**src/rtl/core/ctw_pkg.sv**
```systemverilog
// Shared constants, command codes and the screen store request type of the text console.
package ctw_pkg;

  localparam int DEF_COLUMNS = 80;
  localparam int DEF_ROWS    = 25;

  localparam int ROW_W  = 5;
  localparam int COL_W  = 7;
  localparam int CHAR_W = 8;
  localparam int ATTR_W = 8;
  localparam int CELL_W = 16;
  localparam int POS_W  = 11;
  // Wide enough for any linear cell index, and for the cell count itself.
  localparam int LIN_W  = 13;

  localparam logic [CHAR_W-1:0] NEWLINE_CODE = 8'd10;
  localparam logic [CHAR_W-1:0] SPACE_CODE   = 8'd32;
  localparam logic [ATTR_W-1:0] ATTR_RESET   = 8'h07;

  typedef enum logic [1:0] {
    CMD_PUT   = 2'd0,
    CMD_SET   = 2'd1,
    CMD_CLEAR = 2'd2,
    CMD_READ  = 2'd3
  } cmd_t;

  typedef struct packed {
    logic              we;
    logic [LIN_W-1:0]  waddr;
    logic [CELL_W-1:0] wdata;
    logic              re;
    logic [LIN_W-1:0]  raddr;
  } ram_req_t;

endpackage

```
**src/rtl/core/ctw_sequencer.sv**
```systemverilog
// Command sequencer: cursor, store sweeps for scroll and clear, and the result register.
module ctw_sequencer
  import ctw_pkg::*;
#(
  parameter int SCREEN_COLUMNS = DEF_COLUMNS,
  parameter int SCREEN_ROWS    = DEF_ROWS
) (
  input  logic              clk,
  input  logic              rst,
  input  logic              in_valid,
  output logic              in_ready,
  input  logic [1:0]        command,
  input  logic [CHAR_W-1:0] char_code,
  input  logic [ROW_W-1:0]  row,
  input  logic [COL_W-1:0]  column,
  input  logic [ATTR_W-1:0] attribute,
  output ram_req_t          ram_req,
  input  logic [CELL_W-1:0] ram_rdata,
  output logic              out_valid,
  input  logic              out_ready,
  output logic [POS_W-1:0]  cursor_position,
  output logic [CELL_W-1:0] cell_value,
  output logic              scrolled
);

  localparam int CELL_COUNT = SCREEN_ROWS * SCREEN_COLUMNS;
  localparam int MOVE_COUNT = CELL_COUNT - SCREEN_COLUMNS;

  localparam logic [LIN_W-1:0]  CELLS_L  = LIN_W'(CELL_COUNT);
  localparam logic [LIN_W-1:0]  MOVE_L   = LIN_W'(MOVE_COUNT);
  localparam logic [LIN_W-1:0]  COLS_L   = LIN_W'(SCREEN_COLUMNS);
  localparam logic [ROW_W:0]    ROWS_W1  = (ROW_W+1)'(SCREEN_ROWS);
  localparam logic [COL_W:0]    COLS_W1  = (COL_W+1)'(SCREEN_COLUMNS);
  localparam logic [ROW_W-1:0]  ROWS_M1  = ROW_W'(SCREEN_ROWS - 1);
  localparam logic [COL_W-1:0]  COLS_M1  = COL_W'(SCREEN_COLUMNS - 1);

  typedef enum logic [6:0] {
    S_INIT   = 7'b0000001,
    S_IDLE   = 7'b0000010,
    S_READ   = 7'b0000100,
    S_SCROLL = 7'b0001000,
    S_BLANK  = 7'b0010000,
    S_CLEAR  = 7'b0100000,
    S_FINISH = 7'b1000000
  } state_t;

  state_t            state;
  logic [LIN_W-1:0]  idx;
  logic [ROW_W-1:0]  cur_row;
  logic [COL_W-1:0]  cur_col;
  logic [CELL_W-1:0] res_cell;
  logic              res_scrolled;

  logic              accept;
  logic [LIN_W-1:0]  cur_lin;
  logic [COL_W:0]    col_inc;
  logic              col_wrap;
  logic              last_row;
  logic [ROW_W-1:0]  row_clamped;
  logic [COL_W-1:0]  col_clamped;

  function automatic logic [LIN_W-1:0] cell_index(logic [ROW_W-1:0] r, logic [COL_W-1:0] c);
    return LIN_W'(r) * COLS_L + LIN_W'(c);
  endfunction

  assign in_ready    = (state == S_IDLE);
  assign accept      = in_valid && in_ready;
  assign cur_lin     = cell_index(cur_row, cur_col);
  assign col_inc     = {1'b0, cur_col} + 1'b1;
  assign col_wrap    = (col_inc >= COLS_W1);
  assign last_row    = (cur_row == ROWS_M1);
  assign row_clamped = ({1'b0, row} >= ROWS_W1) ? ROWS_M1 : row;
  assign col_clamped = ({1'b0, column} >= COLS_W1) ? COLS_M1 : column;

  always_comb begin
    ram_req = '0;
    unique case (state)
      S_INIT: begin
        ram_req.we    = 1'b1;
        ram_req.waddr = idx;
        ram_req.wdata = {ATTR_RESET, SPACE_CODE};
      end
      S_CLEAR, S_BLANK: begin
        ram_req.we    = 1'b1;
        ram_req.waddr = idx;
        ram_req.wdata = {attribute, SPACE_CODE};
      end
      S_IDLE: begin
        if (accept && command == CMD_PUT && char_code != NEWLINE_CODE) begin
          ram_req.we    = 1'b1;
          ram_req.waddr = cur_lin;
          ram_req.wdata = {attribute, char_code};
        end
        if (accept && command == CMD_READ) begin
          ram_req.re    = 1'b1;
          ram_req.raddr = cell_index(row_clamped, col_clamped);
        end
      end
      S_SCROLL: begin
        // Each cycle reads one row ahead and writes back the cell read the cycle before.
        ram_req.re    = (idx < MOVE_L);
        ram_req.raddr = idx + COLS_L;
        ram_req.we    = (idx != '0);
        ram_req.waddr = idx - 1'b1;
        ram_req.wdata = ram_rdata;
      end
      default: begin
      end
    endcase
  end

  always_ff @(posedge clk) begin
    if (rst) begin
      state     <= S_INIT;
      idx       <= '0;
      cur_row   <= '0;
      cur_col   <= '0;
      out_valid <= 1'b0;
    end else begin
      // In the finish state the output register is reloaded instead.
      if (out_valid && out_ready && state != S_FINISH) begin
        out_valid <= 1'b0;
      end
      unique case (state)
        S_INIT: begin
          if (idx == CELLS_L - 1'b1) begin
            idx   <= '0;
            state <= S_IDLE;
          end else begin
            idx <= idx + 1'b1;
          end
        end
        S_IDLE: begin
          if (accept) begin
            res_cell     <= '0;
            res_scrolled <= 1'b0;
            unique case (command)
              CMD_PUT: begin
                if (char_code == NEWLINE_CODE || col_wrap) begin
                  cur_col <= '0;
                  if (last_row) begin
                    res_scrolled <= 1'b1;
                    idx          <= '0;
                    state        <= S_SCROLL;
                  end else begin
                    cur_row <= cur_row + 1'b1;
                    state   <= S_FINISH;
                  end
                end else begin
                  cur_col <= col_inc[COL_W-1:0];
                  state   <= S_FINISH;
                end
              end
              CMD_SET: begin
                cur_row <= row_clamped;
                cur_col <= col_clamped;
                state   <= S_FINISH;
              end
              CMD_CLEAR: begin
                cur_row <= '0;
                cur_col <= '0;
                idx     <= '0;
                state   <= S_CLEAR;
              end
              default: begin
                state <= S_READ;
              end
            endcase
          end
        end
        S_READ: begin
          res_cell <= ram_rdata;
          state    <= S_FINISH;
        end
        S_SCROLL: begin
          // At the end idx already points at the first cell of the bottom row.
          if (idx == MOVE_L) begin
            state <= S_BLANK;
          end else begin
            idx <= idx + 1'b1;
          end
        end
        S_BLANK, S_CLEAR: begin
          if (idx == CELLS_L - 1'b1) begin
            state <= S_FINISH;
          end else begin
            idx <= idx + 1'b1;
          end
        end
        S_FINISH: begin
          if (!out_valid || out_ready) begin
            out_valid       <= 1'b1;
            cursor_position <= cur_lin[POS_W-1:0];
            cell_value      <= res_cell;
            scrolled        <= res_scrolled;
            state           <= S_IDLE;
          end
        end
        default: begin
          state <= S_IDLE;
        end
      endcase
    end
  end

  a_cursor_range: assert property (@(posedge clk) disable iff (rst)
    ({1'b0, cur_row} < ROWS_W1) && ({1'b0, cur_col} < COLS_W1))
    else $error("cursor left the screen");

  a_init_blocks: assert property (@(posedge clk) disable iff (rst)
    (state == S_INIT) |-> !in_ready)
    else $error("item accepted during the clearing pass");

  a_write_range: assert property (@(posedge clk) disable iff (rst)
    ram_req.we |-> (ram_req.waddr < CELLS_L))
    else $error("store write beyond the last cell");

  a_scroll_stride: assert property (@(posedge clk) disable iff (rst)
    (state == S_SCROLL && ram_req.re && ram_req.we) |->
      (ram_req.raddr == ram_req.waddr + COLS_L + 1'b1))
    else $error("scroll read and write drifted apart");

  a_scroll_home: assert property (@(posedge clk) disable iff (rst)
    (state == S_FINISH && res_scrolled) |-> (last_row && cur_col == '0))
    else $error("scroll finished with the cursor off the bottom row start");

endmodule

```
**config.mk**
```make
export PLATFORM = sky130hd
export DESIGN_NAME = ctw_sequencer
export DESIGN_NICKNAME = d
export VERILOG_FILES = /design/src/rtl/core/ctw_pkg.sv /design/src/rtl/core/ctw_sequencer.sv
export SDC_FILE = /design/constraint.sdc
export NUM_CORES = 1
export LEC_CHECK = 0
export ABC_CLOCK_PERIOD_IN_PS = 5050
export BUFFER_PORTS_ARGS = -buffer_cell sky130_fd_sc_hd__buf_4
export CAP_MARGIN = 20
export CORE_ASPECT_RATIO = 0.9
export CORE_UTILIZATION = 55
export DETAILED_ROUTE_END_ITERATION = 10
export HOLD_SLACK_MARGIN = 0.15
export PLACE_DENSITY_LB_ADDON = 0.25
export SKIP_CTS_REPAIR_TIMING = 1
export SLEW_MARGIN = 20
export SYNTH_ARGS = -nofsm -noshare
export SYNTH_HDL_FRONTEND = slang
export SYNTH_SLANG_ARGS = --single-unit
```
**constraint.sdc**
```tcl
create_clock -name clk -period 5.05 [get_ports clk]
set_input_delay 0.505 -clock clk [delete_from_list [all_inputs] [get_ports clk]]
set_output_delay 0.505 -clock clk [all_outputs]
set_load 0.01 [all_outputs]
```
Word-level counts from Yosys, hierarchy flattened:

Index checks and enable logic that the tools add are counted.

* flip-flop bits (word level): 78
* input bits: 50
* logic and storage cells: 109

* equal/unequal tests: 28
* bitwise operators: 1
* muxes and demuxes: 34
* multiply operators: 2
* add/sub/neg operators: 7
* $lt $le $gt $ge: 4
* reduce and logical (&&, ||, !) cells: 23

Operators with widths (number)
* $pmux 30 s4: 1
* $mux 13: 6
* $mux 7: 9
* $pmux 13 s4: 1
* $pmux 7 s3: 2
* $pmux 7 s6: 1
* $pmux 16 s2: 1
* $mux 30: 1
* $pmux 14 s2: 1
* $add 12x7->13: 2
* $eq 13x11->1 const B: 2
* $pmux 13 s2: 1
* $mul 5x3->8 const B: 2
* $mux 16: 1
* $mux 5: 3
* $pmux 5 s3: 1
* $mux 14: 1
* $ne 2x2->1 const B: 7
* $add 13x1->13 const B: 1
* $add 13x7->13 const B: 1
* $lt 13x11->1 const B: 1
* $reduce_bool 13->1: 1
* $sub 13x1->13 const B: 1
* $reduce_and 3->1: 4
* 35 further kinds: 47

Longest topological paths before layout:

Gate-level depths: netlist of the first run.

* depth after elaboration: 7
* gate-level depth with buffers: 12
* gate-level depth less buffers: 11

Worst setup path before layout of the first run:

OpenSTA, ideal clock, no wires.

* path type: register -> register
* from: register state[4]
* to: register cell_value[0] (enable)
* buffers on the path: 1
* cell stages (with the launch flop): 5
* period minus slack after synthesis: 3664 ps
* arrival time: 3210 ps
* setup time: 454 ps
* slack: 1386 ps
* required time: 4596 ps
* path through: dfxtp_1 -> clkbuf_1 -> nor3_1 -> nand4b_1 -> nor3b_1

* cells in the longest elaborated chain, start to end: 2

RTL lines
* from (decl): line ctw_sequencer.sv:47 `state_t state;`
* from (signal assigned): line ctw_sequencer.sv:114 `state <= S_INIT;`
* from (signal assigned): line ctw_sequencer.sv:128 `state <= S_IDLE;`
* from (signal assigned): line ctw_sequencer.sv:144 `state <= S_SCROLL;`
* $eq 7x7->1: line ctw_sequencer.sv:124 `unique case (state)`
* $reduce_and 3->1 (no line)
* to (signal assigned): line ctw_sequencer.sv:194 `cell_value <= res_cell;`
* to (decl): line ctw_sequencer.sv:22 `output logic [CELL_W-1:0] cell_value,`

No other way between the ends.
A chain may end at the register's enable or synchronous reset.

==> summary.txt, run 1 <==
Global route
  • Number of global-route vias before repair: 4571
  • Global Route Usage Sum: a little under a third
  • Initial antenna violation count: 0
  • First-pass GRT wire length: 23300 µm
  • Total global routing overflow: 0
  • Pin count of the biggest net entering global routing: 38

Worst setup path
  • Worst Path Required: 4.55 ns
  • Slowest-stage cell, CP: or4b_1
  • Internal reg-to-reg setup slack: 1.77 ns
  • Crit path from: state[0]
  • Worst reg2reg endpoint: cur_row[0]
  • Crit path max fanout: 28
  • Critical Path, Cell by Cell: or4_4 > or4b_1 > or3_1 > nor3_1 > a221o_1 > buf_4
  • Slowest stage delay, CP: around 0.92 ns
  • Kind of cell with the highest combined delay on the critical path: simple AND/OR/NAND/NOR gates
  • Register-to-Register Path Depth: 6
  • Worst path arrival time: 3.22 ns
  • Worst path bufs/invs: 1
  • Type of the setup path with the least slack: reg2out
  • Worst r2r src: state[4]
  • Capturing element type of the critical path: output pin
  • Worst Setup Start Kind: register

Cells and area
  • Layout filler cell count: 740
  • Area overhead of the layout relative to synthesis: 22.0%
  • # diodes: 0
  • Number of non-filler instances in the completed layout: between 700 and 800
  • Number of nets at the end of the flow: 745
  • Fraction of layout cells with a size suffix above 1: 22.3%

Placed design
  • Final weighted congestion in routability-driven placement: 0.952
  • Port-buffer cells: 123
  • Post-detail-place hpwl: 11000 µm
  • Placed cell count: 774

Synthesis
  • Count of warnings emitted by yosys: 0
  • Mean cell area of the mapped netlist: between 9 and 10 µm²
  • Ys flop type: edfxtp_1
  • Area leader, netlist: edfxtp_1
  • Summed instance area of the synthesized netlist: a little over 0.005 mm²
  • Number of register bits inferred by synthesis: 78
  • Largest cells by area after synthesis: edfxtp_1 26%, dfxtp_1 13%, ha_1 6.8%
  • Post-Synthesis Cells: roughly 570
  • Number of flops mapped to enable cells by yosys: 45
  • Proportion of synthesized flip-flops having asynchronous set or reset: 0%
  • Synthesized netlist net count: 647
  • Fraction of synthesized cell area taken by the top area cell type: a little over a quarter
  • Proportion of synthesized chip area in sequential cells: 39.0%
  • Netlist cell types: 69

Route
  • Initial detailed-routing violation count: slightly below 500
  • Remaining design rule violation count: 0
  • Vias per cell: 6.33
  • Routed len/inst: roughly 19 µm
  • Post-detailed-route count of antenna-violating nets: 0
  • Total Routed Length: around 15000 µm
  • Via Count: about 5000
  • First drt pass iteration count: 5

Hold path
  • Worst hold path stage count: 0
  • Worst hold start: res_cell[9]
  • End point of the worst hold path: cell_value[9]
  • Hold WC Path Type: reg2reg

STA
  • Fin Setup TNS: 0 ns
  • Final Critical Period: 3.73 ns
  • Unrepaired setup endpoints after global routing: no
  • Achievable frequency: 268 MHz
  • Final Hold Viols: 0
  • Final slew viol count: 0
  • Pin slew with the least headroom to its limit: 1.05 ns
  • Worst slew margin: 29.9%
  • Tcrit/Tclk final: 73.8%
  • Worst clock skew: 0.0144 ns
  • Number of setup violations in the final report: 0

CTS
  • Root buffer cell: clkbuf_8
  • Clock transition time at the flip-flop clock pins of the worst setup and hold paths: 0.09 ns
  • Clk buf depth: 2
  • Number of H-tree levels: 3
  • TritonCTS buffer count: 9
  • TritonCTS sink count: 78
  • Clock latency of the later-clocked register in the worst-skew pair: 0.37 ns
  • Clock tree from TritonCTS: yes

Die
  • Y dimension of the die: 93.9 µm
  • Width of the chip: 104 µm
  • Top-Level Pins: 124
  • Starting Density: 56.5%
  • Core region area: 0.00913 mm²
  • Number of placement rows: 33
  • Area of the die: 0.00977 mm²

Run status
  • Status: completed

Run
  • Max_cap viols: 0

Pwr
  • Peak VDD IR: 0.000163 V
  • Power per cell area: 302 mW/mm²
  • Lkg Pwr: 2.62 nW
registers in the layout, indices dropped and copies added (netlist names):
name / count
cell_value: 16
res_cell: 16
idx: 13
cursor_position: 11
cur_col: 7
state: 7
cur_row: 5
out_valid: 1
res_scrolled: 1
scrolled: 1
worst max-delay path by stage:
stage	end	slack (ns)	cells past startpoint
finish	ram_req[39]	1.32	6
detailed placement	ram_req[11]	1.42	12
global route	ram_req[11]	1.13	12
global placement	ram_req[11]	1.63	12
CTS	ram_req[39]	1.34	6
floorplan	cell_value[0]	1.39	4
synthesized netlist by cell type (all sizes together), types with 3 or more instances:
cell type	n
nor2	47
edfxtp	45
nand2	36
clkbuf	34
a21oi	33
dfxtp	33
o21ai	33
ha	28
inv	24
and2	20
nand3	17
o31ai	15
a22o	14
and3	14
xnor2	13
xor2	13
nor3	11
a22oi	10
or3	10
a221o	8
o22ai	8
nor2b	7
or4	7
a21o	6
buf	6
nor4b	5
nand3b	4
nand4	4
nor3b	4
o2111ai	4
fa	3
mux2i	3
nand2b	3
o211ai	3
o21a	3
o221ai	3
where the power goes:
| part | total (W) | internal, W | switching, W |
|---|---|---|---|
| Combinational | 0.000711 | 0.000277 | 0.000434 |
| Clock | 0.000444 | 0.000184 | 0.000259 |
| Sequential | 0.000745 | 0.000707 | 0.0000383 |
layout by cell type, fill, tap and decap left out, types with 13 or more instances in the layout:
master      n
buf_4     127
nor2_1     47
edfxtp_1   45
nand2_1    36
a21oi_1    33
dfxtp_1    33
ha_1       28
inv_1      24
o21ai_0    24
and2_1     20
nand3_1    17
o31ai_1    15
and3_1     14
a22o_1     14
xnor2_1    13
xor2_1     13
stage by stage:
| step | hold WS, ns | total power, W | util [%] | cell area, µm² | setup WS, ns |
|---|---|---|---|---|---|
| 2_1_floorplan | 0.400 | 0.00120 | - | 5160 | 1.39 |
| 3_5_place_dp | 0.405 | 0.00145 | 66.9 | 6110 | 1.42 |
| 4_1_cts | 0.421 | 0.00189 | 68.9 | 6290 | 1.34 |
| 5_1_grt | 0.419 | 0.00199 | 69.0 | 6300 | 1.13 |
| 3_3_place_gp | 0.401 | 0.00143 | 66.9 | 6110 | 1.63 |
| 6_report | 0.414 | 0.00190 | 69.0 | 6300 | 1.32 |
area by class of cell:
cell class / instances / area (µm²) / share of cell area, %
inverters: 24 / 90.1 / 1.43
clock inverters: 7 / 57.6 / 0.914
well taps: 122 / 153 / 2.42
repair buffers: 127 / 953 / 15.1
multi-input cells: 424 / 2910 / 46.2
clock buffers: 9 / 124 / 1.97
flip-flops and latches: 78 / 2010 / 32.0
cell families (layout without fill, tap and decap cells):
family                     after synthesis  after routing  synth area share, %
muxes                                    3              3                0.582
DFF                                     78             78                 39.0
buffers and inverters                   64            167                 4.75
and+or+nand+nor                        200            200                 21.2
AOI/OAI and AO/OA                      163            163                 21.9
adders and majority gates               32             32                 8.15
xor gates and xnor gates                26             26                 4.41
metal layers:
metal | routed length [µm] | vias up | track usage, % | share of wire, %
met1 | 6200 | 2364 | 39.7 | 42
met3 | 1250 | 35 | 5.06 | 8.4
li1 | - | 2310 | - | -
met5 | 0 | - | 0 | 0
met4 | 364 | 0 | 12.5 | 2.4
met2 | 7120 | 296 | 51.7 | 48
Note: power is estimated with default switching activity, not from simulation.
==> run 2, diff against run 1 <==
--- a/config.mk
+++ b/config.mk
@@ -5,11 +5,12 @@
 export SDC_FILE = /design/constraint.sdc
 export NUM_CORES = 1
 export LEC_CHECK = 0
-export ABC_CLOCK_PERIOD_IN_PS = 5050
+export ABC_AREA = 1
+export ABC_CLOCK_PERIOD_IN_PS = 3200
 export BUFFER_PORTS_ARGS = -buffer_cell sky130_fd_sc_hd__buf_4
 export CAP_MARGIN = 20
 export CORE_ASPECT_RATIO = 0.9
-export CORE_UTILIZATION = 55
+export CORE_UTILIZATION = 50
 export DETAILED_ROUTE_END_ITERATION = 10
 export HOLD_SLACK_MARGIN = 0.15
 export PLACE_DENSITY_LB_ADDON = 0.25
==> constraint.sdc (replaced) <==
create_clock -name clk -period 3.2 [get_ports clk]
set_input_delay 0.32 -clock clk [delete_from_list [all_inputs] [get_ports clk]]
set_output_delay 0.32 -clock clk [all_outputs]
set_load 0.01 [all_outputs]
==> summary.txt, run 2 <==
Synthesis
  • Proportion of synthesized flip-flops having asynchronous set or reset: 0% (unchanged)
  • Post-Synthesis Cells: 744 (+31%)
  • Count of warnings emitted by yosys: 0 (unchanged)
  • Largest cells by area after synthesis: edfxtp_1 24%, dfxtp_1 12%, nand2_1 8.5%
  • Number of register bits inferred by synthesis: 78 (unchanged)
  • Number of flops mapped to enable cells by yosys: 45 (unchanged)
  • Most frequently used cell type in the post-synthesis netlist: nand2_1
  • Mean cell area of the mapped netlist: 7.43 µm² (-19%)
  • Area leader, netlist: edfxtp_1
  • Fraction of synthesized cell area taken by the top area cell type: 24.5% (-1.7 points)
  • Netlist cell types: 44 (-36%)
  • Proportion of synthesized chip area in sequential cells: 36.4% (-2.6 points)
  • Synthesized netlist net count: 825 (+28%)
  • Most instantiated cells after synthesis: 125 x nand2_1, 106 x inv_1, 83 x nor2_1
  • Ys flop type: edfxtp_1
  • Summed instance area of the synthesized netlist: 0.00553 mm² (+7.1%)

Route
  • Total Routed Length: 16200 µm (+8.5%)
  • Routed len/inst: 16.2 µm (-14%)
  • First drt pass iteration count: 5 (unchanged)
  • Via Count: 5584 (+12%)
  • Initial detailed-routing violation count: 461 (-6.3%)
  • Vias per cell: 5.60 (-11%)
  • Remaining design rule violation count: 0 (unchanged)
  • Post-detailed-route count of antenna-violating nets: 0 (unchanged)

Die
  • Area of the die: 0.0115 mm² (+17%)
  • Top-Level Pins: 124 (unchanged)
  • Width of the chip: 113 µm (+8.4%)
  • Number of placement rows: 36 (+9.1%)
  • Y dimension of the die: 102 µm (+8.4%)
  • Starting Density: 51.1% (-5.4 points)
  • Core region area: 0.0108 mm² (+18%)

Worst setup path
  • Slowest-stage cell, CP: fa_1
  • Capturing element type of the critical path: output pin
  • Worst Setup Start Kind: register
  • Worst reg2reg endpoint: cursor_position[10]
  • Worst path bufs/invs: 2 (+1)
  • Total stage count of the critical path: 8 (+2)
  • Kind of cell with the highest combined delay on the critical path: adder cells
  • Internal reg-to-reg setup slack: 0.66 ns (-1.11 ns)
  • CP dominant cell by count: ha_1
  • Crit path max fanout: 6 (-79%)
  • Critical Path, Cell by Cell: ha_1 > ha_1 > inv_1 > fa_1 > nor4_2 > xor2_1 > o211ai_1 > buf_4
  • Worst Path Required: 2.88 ns (-1.67 ns)
  • Register-to-Register Path Depth: 7 (+1)
  • Critical path capture point: ram_req[40]
  • Worst path arrival time: 2.89 ns (-0.33 ns)
  • Type of the setup path with the least slack: reg2out
  • Crit path from: cur_row[3]
  • Slowest stage delay, CP: 0.49 ns (-0.43 ns)
  • Worst r2r src: cur_row[3]

Cells and area
  • # diodes: 0 (unchanged)
  • Number of nets at the end of the flow: 940 (+26%)
  • Area overhead of the layout relative to synthesis: 23.3%
  • Layout filler cell count: 966 (+31%)
  • Commonest cells after routing, fill and taps aside: 127 x buf_4, 125 x nand2_1, 106 x inv_1
  • Leading registers by flop count: cell_value x16, res_cell x16, idx x13
  • Fraction of layout cells with a size suffix above 1: 21.6% (-0.63 points)
  • Number of non-filler instances in the completed layout: 997 (+26%)
  • Most frequent standard cell in the layout excluding fill and tap cells: buf_4

STA
  • Worst slack on hold paths: 0.299 ns (-0.115 ns)
  • Fin Setup TNS: -0.0105 ns (-0.0105 ns)
  • Final Hold Viols: 0 (unchanged)
  • Achievable frequency: about 310 MHz
  • Worst slew margin: 56.6% (+27 points)
  • Final Critical Period: between 3 and 4 ns
  • Tcrit/Tclk final: 100%
  • Worst clock skew: 0.00640 ns (-0.00796 ns)
  • Final slew viol count: 0 (unchanged)
  • Number of setup violations in the final report: 1 (+1)
  • Least setup slack across all paths after layout: -0.0105 ns (-1.33 ns)
  • Pin slew with the least headroom to its limit: 0.651 ns (-0.397 ns)

CTS
  • Clk buf depth: 2 (unchanged)
  • TritonCTS buffer count: 9 (unchanged)
  • TritonCTS sink count: 78 (unchanged)
  • Clock latency of the later-clocked register in the worst-skew pair: 0.34 ns (-0.03 ns)
  • Root buffer cell: clkbuf_16
  • Clock transition time at the flip-flop clock pins of the worst setup and hold paths: 0.06 ns (-0.03 ns)
  • Clock tree from TritonCTS: yes
  • Number of H-tree levels: 3 (unchanged)

Pwr
  • Lkg Pwr: 3.06 nW (+17%)
  • Switching power share of the total: 36.5% (-2.0 points)
  • Part of the total power dissipated in sequential elements: 36.7% (-2.5 points)
  • Comb power frac: 34.6% (-2.8 points)
  • Clock share of power: 28.7% (+5.3 points)
  • Power per cell area: 474 mW/mm² (+57%)
  • Switching pwr: 0.00118 W (+61%)
  • Internal power summed over all cells: 0.00205 W (+76%)
  • Peak VDD IR: 0.000213 V (+31%)

Global route
  • First-pass GRT wire length: 25000 µm (+7.1%)
  • Global Route Usage Sum: 28.5% (-2.3 points)
  • Pin count of the biggest net entering global routing: 38 (unchanged)
  • Total global routing overflow: 0 (unchanged)
  • Initial antenna violation count: 0 (unchanged)
  • Number of global-route vias before repair: 5079 (+11%)

Placed design
  • Final weighted congestion in routability-driven placement: 0.929 (-2.5%)
  • Post-detail-place hpwl: 12500 µm (+14%)
  • Port-buffer cells: 123 (unchanged)
  • Placed cell count: 981 (+27%)

Run
  • Max_cap viols: 0 (unchanged)

Run status
  • Status: finished with violations
  • Violated checks: negative setup slack

Hold path
  • Hold WC Path Type: in2reg
run 2: changes by cell type after synthesis, sizes merged, moves of 9 or more:
cell | before | now
nand2 | 36 | 131
inv | 24 | 115
nor2 | 47 | 97
nand3 | 17 | 60
o21ai | 33 | 76
clkbuf | 34 | 9
and2 | 20 | 1
and3 | 14 | 0
a22o | 14 | 1
o31ai | 15 | 2
or3 | 10 | 0
a22oi | 10 | 1
run 2: cell families (layout without fill, tap and decap cells):
| family | count (synthesis) | in the layout | share of synthesized area, % |
|---|---|---|---|
| simple gates | 316 | 316 | 26.4 |
| compound gates | 159 | 159 | 16.3 |
| buf+inv | 140 | 260 | 10.4 |
| flops | 78 | 78 | 36.4 |
| fa+ha+maj | 31 | 31 | 7.43 |
| xor+xnor | 20 | 20 | 3.17 |
run 2: final cells by class:
cell class / instances / area (µm²) / share of cell area [%]
Inverter: 117 / 442 / 6.48
Sequential cell: 78 / 2020 / 29.6
Clock inverter: 5 / 36.3 / 0.533
Tap cell: 133 / 166 / 2.44
Clock buffer: 11 / 233 / 3.42
Multi-Input combinational cell: 526 / 2970 / 43.5
Timing Repair Buffer: 127 / 953 / 14.0
run 2: tightest hold or removal path, delay by kind of cell:
kind / cells / cell delay (ns)
buffers and inverters: 2 / 0.12
AND/OR/NAND/NOR: 1 / 0.09
run 2: power groups by stage:
stage | Sequential (W) | Clock (W) | Combinational, W
floorplan | 0.00119 | 0 | 0.000768
global placement | 0.00120 | 0 | 0.00108
detailed placement | 0.00120 | 0 | 0.00110
CTS | 0.00118 | 0.000944 | 0.00110
global route | 0.00119 | 0.000982 | 0.00121
finish | 0.00119 | 0.000928 | 0.00112
run 2: per-stage QoR:
step	power, W	instance area [µm²]	worst slack (ns)	util, %
floorplan	0.00196	5530	0.770	-
global placement	0.00229	6530	0.416	60.4
detailed placement	0.00230	6530	0.288	60.4
CTS	0.00323	6800	-0.0889	62.9
global route	0.00339	6810	-0.0681	63.0
finish	0.00323	6810	-0.0105	63.0
run 2: how the worst min path moves through the flow:
stage,startpoint,endpoint,slack [ns],cells past startpoint
detailed placement,res_cell[9],cell_value[9],0.41,0
floorplan,res_cell[0],cell_value[0],0.40,0
finish,ram_rdata[9],res_cell[9],0.30,3
CTS,ram_rdata[9],res_cell[9],0.29,3
global route,ram_rdata[8],res_cell[8],0.31,3
global placement,res_cell[9],cell_value[9],0.40,0
run 2: layer usage:
layer / GRT usage (%) / share of wire, % / vias to the layer above / wire [µm]
li1: - / - / 2713 / -
met4: 10.1 / 1.9 / 0 / 312
met3: 5.51 / 8.5 / 24 / 1380
met1: 36.9 / 45 / 2560 / 7220
met2: 47.7 / 45 / 287 / 7290
met5: 0 / 0 / - / 0
